==> src/hdl/pac_pkg.sv <==
package pac_pkg;

  localparam int CoordFracBits = 23;
  localparam int AreaFracBits  = 8;

  localparam int CoordWidth = 32;
  localparam int OpWidth    = CoordWidth + 1;
  localparam int MulWidth   = 2 * OpWidth;
  localparam int SumWidth   = 64;
  localparam int ProdWidth  = 128;
  localparam int AreaWidth  = 48;
  localparam int LogWidth   = 5;

  localparam int LogMin   = -7;
  localparam int LogMax   = 15;
  localparam int LogCount = LogMax - LogMin + 1;
  localparam int LogIdxW  = $clog2(LogCount);

  localparam logic [63:0] KmNum = 64'd4007516 * 64'd4007516;
  localparam logic [63:0] KmDen = 64'd1296000000;
  localparam logic [63:0] K2Q32 = ((KmNum / KmDen) << 32)
                                  + ((((KmNum % KmDen) << 32) + KmDen / 2) / KmDen);

  localparam int ShiftBox = 2 * CoordFracBits + 32 - AreaFracBits;
  localparam int ShiftPoly = ShiftBox + 1;
  localparam logic [ProdWidth-1:0] HalfBox  = ProdWidth'(1) << (ShiftBox - 1);
  localparam logic [ProdWidth-1:0] HalfPoly = ProdWidth'(1) << (ShiftPoly - 1);

  localparam logic [AreaWidth-1:0] AreaMax = {AreaWidth{1'b1}};
  localparam logic signed [SumWidth-1:0] SumMax = {1'b0, {(SumWidth-1){1'b1}}};
  localparam logic signed [SumWidth-1:0] SumMin = {1'b1, {(SumWidth-1){1'b0}}};

  localparam logic [LogWidth-1:0] LogNone   = LogWidth'(LogMin - 1);
  localparam logic [LogWidth-1:0] LogOffset = LogWidth'(-LogMin);

  typedef logic [LogCount-1:0][AreaWidth:0] log_tab_t;

  // smallest area code v with 10 * v^2 >= 100^m * 4^F, one entry per m
  function automatic log_tab_t log_thresholds();
    log_tab_t    tab;
    logic [191:0] k_lhs;
    logic [191:0] rhs;
    logic [191:0] lo;
    logic [191:0] hi;
    logic [191:0] mid;
    int           m;
    for (int i = 0; i < LogCount; i++) begin
      m     = i + LogMin;
      k_lhs = 192'd10;
      rhs   = 192'd1 << (2 * AreaFracBits);
      for (int j = 0; j < -LogMin; j++) begin
        if (j < -m) k_lhs = k_lhs * 192'd100;
      end
      for (int j = 0; j < LogMax; j++) begin
        if (j < m) rhs = rhs * 192'd100;
      end
      lo = 192'd0;
      hi = 192'd1 << AreaWidth;
      for (int b = 0; b < AreaWidth + 2; b++) begin
        if (lo < hi) begin
          mid = (lo + hi) >> 1;
          if (mid * mid * k_lhs >= rhs) hi = mid;
          else lo = mid + 192'd1;
        end
      end
      tab[i] = lo[AreaWidth:0];
    end
    return tab;
  endfunction

  localparam log_tab_t LogThresh = log_thresholds();

  typedef enum logic [3:0] {
    S_IDLE,
    S_DIFF,
    S_VMUL,
    S_VACC,
    S_BOX,
    S_BMUL,
    S_RAW,
    S_KMUL,
    S_KACC,
    S_ROUND,
    S_LOG,
    S_DONE
  } pac_state_e;

  typedef struct packed {
    logic load_in;
    logic vtx_diff;
    logic mul_en;
    logic mul_kprod;
    logic vtx_acc;
    logic box_ops;
    logic raw_load;
    logic kacc;
    logic round;
    logic log_step;
    logic out_load;
  } pac_cmd_t;

  typedef struct packed {
    logic last;
    logic kpp_last;
    logic log_mode;
    logic log_last;
    logic out_full;
  } pac_status_t;

endpackage

==> src/hdl/pac_ctrl.sv <==
module pac_ctrl (
  input  logic                clk_i,
  input  logic                rst_ni,
  input  logic                in_valid_i,
  output logic                in_ready_o,
  input  pac_pkg::pac_status_t status_i,
  output pac_pkg::pac_cmd_t    cmd_o
);
  import pac_pkg::*;

  pac_state_e state_q;
  pac_state_e state_d;

  always_ff @(posedge clk_i or negedge rst_ni) begin
    if (!rst_ni) begin
      state_q <= S_IDLE;
    end else begin
      state_q <= state_d;
    end
  end

  always_comb begin
    state_d    = state_q;
    cmd_o      = '0;
    in_ready_o = 1'b0;
    case (state_q)
      S_IDLE: begin
        in_ready_o = 1'b1;
        if (in_valid_i) begin
          cmd_o.load_in = 1'b1;
          state_d       = S_DIFF;
        end
      end
      S_DIFF: begin
        cmd_o.vtx_diff = 1'b1;
        state_d        = S_VMUL;
      end
      S_VMUL: begin
        cmd_o.mul_en = 1'b1;
        state_d      = S_VACC;
      end
      S_VACC: begin
        cmd_o.vtx_acc = 1'b1;
        state_d       = status_i.last ? S_BOX : S_IDLE;
      end
      S_BOX: begin
        cmd_o.box_ops = 1'b1;
        state_d       = S_BMUL;
      end
      S_BMUL: begin
        cmd_o.mul_en = 1'b1;
        state_d      = S_RAW;
      end
      S_RAW: begin
        cmd_o.raw_load = 1'b1;
        state_d        = S_KMUL;
      end
      S_KMUL: begin
        cmd_o.mul_en    = 1'b1;
        cmd_o.mul_kprod = 1'b1;
        state_d         = S_KACC;
      end
      S_KACC: begin
        cmd_o.kacc = 1'b1;
        state_d    = status_i.kpp_last ? S_ROUND : S_KMUL;
      end
      S_ROUND: begin
        cmd_o.round = 1'b1;
        state_d     = status_i.log_mode ? S_LOG : S_DONE;
      end
      S_LOG: begin
        cmd_o.log_step = 1'b1;
        if (status_i.log_last) state_d = S_DONE;
      end
      S_DONE: begin
        if (!status_i.out_full) begin
          cmd_o.out_load = 1'b1;
          state_d        = S_IDLE;
        end
      end
      default: begin
        state_d = S_IDLE;
      end
    endcase
  end

endmodule

==> config.mk <==
export PLATFORM = sky130hd
export DESIGN_NAME = pac_ctrl
export DESIGN_NICKNAME = d
export VERILOG_FILES = /design/src/hdl/pac_pkg.sv /design/src/hdl/pac_ctrl.sv
export SDC_FILE = /design/constraint.sdc
export NUM_CORES = 1
export LEC_CHECK = 0
export BUFFER_PORTS_ARGS = -buffer_cell sky130_fd_sc_hd__buf_4
export CORE_AREA = 4 4 41 43
export CTS_CLUSTER_SIZE = 20
export DETAILED_ROUTE_END_ITERATION = 16
export DIE_AREA = 0 0 45 47
export PLACE_DENSITY = 0.54
export SETUP_SLACK_MARGIN = 0.15
export SLEW_MARGIN = 20
export SYNTH_ARGS = -nofsm -noshare
export SYNTH_HDL_FRONTEND = slang
export SYNTH_SLANG_ARGS = --single-unit
==> constraint.sdc <==
create_clock -name clk_i -period 1.5 [get_ports clk_i]
set_input_delay 0.3 -clock clk_i [delete_from_list [all_inputs] [get_ports clk_i]]
set_output_delay 0.3 -clock clk_i [all_outputs]
set_load 0.05 [all_outputs]
==> results.md <==
* Post-synthesis instance area at 364 um^2
* Leakage at 0.372 nW
* Area Overhead vs Synth at 136%
* Tightest slew margin relative to the limit at 82.2%
* Flip-flop count of the largest register after layout at 4
* Slowest stage delay, CP at 0.43 ns
* Fraction of final layout cells with drive strength greater than 1 at 69.9%
* Combined flip-flop and latch cell area at 104 um^2
* Drc violations at 0
* Sequential fraction of the synthesis area at 27.5%
* Clock transition at path regs at 0.04 ns
* Slowest stage cell on the critical path: dfrtp_2
* Ys flop type: dfrtp_1
* Library cell occupying the most area in the post-synthesis netlist: dfrtp_1
* Worst setup skew after layout at 0.0102 ns
* Antenna violations before repair at 0
* Least setup slack across all paths after layout at -0.154 ns
* First-pass GRT wire length at 1930 um
* Routed wire length at 1180 um
* Number of flops mapped to enable cells by yosys at 0
* Peak supply drop at 1.13 mV
* Overall global routing resource usage at 12.7%
* Fin util at 66.2%
* TritonCTS clock tree: done
* Die H at 47 um
* Total number of vias at 484
* Std cell rows at 13
* Count of nets left with antenna violations after detail routing at 0
* Total Die Area at 2120 um^2
* Vias in the first global route at 448
* Cell-by-cell trace of the critical path: or2b_1, o21a_1, nor2_2, buf_6
* Final routed wire length divided by cell count at 12.0 um
* Number of warnings issued by yosys at 0
* Biggest registers after layout: state_q (4)
* Unrepaired setup endpoints after global routing: yes
* Area of the core at 1300 um^2
* Post-Route Setup TNS at -0.915 ns
* Net count of the mapped netlist at 58
* Worst slack at placement at 0.0766 ns
* Diode insertion count for antenna repair at 0
* Endpoint required time on the critical path at 1.20 ns
* Setup crit end kind: primary output
* Placer Congestion at 0.742
* CTS root buf: clkbuf_4
* Setup CP Type: register to primary output
* Number of ports placed on the die boundary at 20
* Buffer depth of the longest clock path at 2
* Total power of the final layout at 2.10 mW
* Critical path arrival at 1.35 ns
* Failing checks: setup timing
* Final clock period utilization by the worst path at 110%
* Congestion Overflow GR at 0
* Cells taking the most area after synthesis: dfrtp_1, nor3_1, nor2_1
* TritonCTS Buffers at 3
* Register with the most flip-flops: state_q
* Count of maximum capacitance violations at 0
* Nets at 92
* Top post-synthesis cells by count: nor2_1, nor3_1, dfrtp_1, nand2_1
* Avg Cell Area, Syn at 7.28 um^2
* Gate Count Post-Synth at 50
* Critical path launch point type: register
* Iter 0 DRT Violations at 10
* Area share of the largest cell type after synthesis at 27.5%
* Die Wd at 45 um
* TritonCTS Sinks at 4
* Critical path peak fanout at 4
* Total number of H-tree levels at 1
* Maximum number of pins on one net before global-route repair at 12
* Port Buffers at 19
* Transition time at the pin with the least slew margin at 0.265 ns
* Outcome: finished, violations left
* Effective utilization at floorplan at 28.0%
* Fraction of registers with async set/reset at 100%
* Hold/Removal Path Class: input pin to register
* Total count of hold-check failures in the final report at 0
* Area used by multi-input combinational logic at 365 um^2
* Synth Register Bits at 4
* Final count of pins violating max slew at 0
* Count of filler cells inserted in the layout at 117
* TritonRoute pass-1 iters at 2
* Number of setup violations in the final report at 12
* Post-synthesis cell type count at 24
* Sum of net half-perimeters after detailed placement at 880 um
* Clock Latency Late Sink at 0.25 ns
* Via density per instance at 4.94
* Minimum clock period at 1.65 ns
* Maximum operating frequency at 0.604 GHz
* Cell area power density at 2450 nW/um^2
* Most common cell in the netlist: nor2_1
critical path: cells and delay by family (launching register included):
kind	cells	cell delay, ns
buffers and inverters	1	0.16
AND/OR/NAND/NOR	2	0.34
flip-flops	1	0.43
AO/OA/AOI/OAI	1	0.18
power by group:
| part | total (mW) | switching [mW] | leakage, nW | internal, mW |
|---|---|---|---|---|
| registers | 0.260 | 0.0900 | 0.0457 | 0.170 |
| clock network | 0.153 | 0.0530 | 0.0150 | 0.100 |
| logic | 1.69 | 0.910 | 0.311 | 0.782 |
| total | 2.10 | 1.05 | 0.372 | 1.05 |
cell usage in the layout, fill, tap and decap left out, types with 2 or more instances in the layout:
cell      synthesis  final
buf_4             1     14
buf_6             1     14
nor3_4            0      4
nand2b_4          0      3
nor2_4            0      3
nand2_1           4      3
o21ai_0           3      3
clkbuf_4          0      3
dfrtp_2           0      3
nor2_2            0      2
o21a_1            2      2
nor2_1            7      2
buf_8             0      2
buf_12            0      2
through the flow:
stage / instance area [um^2] / cells / hold WS, ns
global route: 861 / 98 / 0.327
global placement: 674 / 90 / 0.0973
CTS: 826 / 97 / 0.322
detailed placement: 674 / 90 / 0.100
floorplan: 464 / 50 / 0.00441
finish: 861 / 98 / 0.320
worst paths after layout:
kind	slack (ns)	startpoint	cells after the start	end
max in group asynchronous	0.99	rst_ni	2	state_q[3]$_DFFE_PN0P_
hold reg to reg	0.69	state_q[1]$_DFFE_PN0P_	2	state_q[2]$_DFFE_PN0P_
setup / recovery	-0.15	state_q[0]$_DFFE_PN0P_	4	cmd_o[8]
min in group asynchronous	0.39	rst_ni	2	state_q[0]$_DFFE_PN0P_
setup reg to reg	0.19	state_q[0]$_DFFE_PN0P_	4	state_q[3]$_DFFE_PN0P_
hold / removal	0.32	status_i[0]	2	state_q[0]$_DFFE_PN0P_
timing repair:
action / 4_1_cts / 5_1_grt
hold buffers: 1 / 0
endpoints found under the setup margin: 14 / 15
hold endpoints to repair: 4 / 0
gates resized for setup: 25 / 7
setup buffers: 2 / 1
pin swaps: 3 / 3
layout make-up:
class,count,share of cell area [%]
flip-flops and latches,4,12.1
clock buffers,4,3.05
well taps,15,2.18
multi-input cells,41,42.4
repair buffers,33,39.8
inverters,1,0.436
kinds of logic (layout without fill, tap and decap cells):
| group | Yosys count | in the layout | synth area share [%] |
|---|---|---|---|
| AND/OR/NAND/NOR | 28 | 28 | 38.5 |
| buffers and inverters | 5 | 38 | 8.93 |
| AO/OA/AOI/OAI | 12 | 12 | 22.0 |
| flip-flops | 4 | 4 | 27.5 |
| multiplexers | 1 | 1 | 3.09 |
per-layer routing:
| layer | vias up | part of all wire, % | global-route usage, % |
|---|---|---|---|
| li1 | 245 | - | - |
| met1 | 222 | 41 | 15.2 |
| met2 | 15 | 51 | 20.9 |
| met3 | 2 | 6.0 | 1.92 |
| met4 | 0 | 1.4 | 8.77 |
| met5 | - | 0 | 0 |
(Power assumes the default switching activity.)
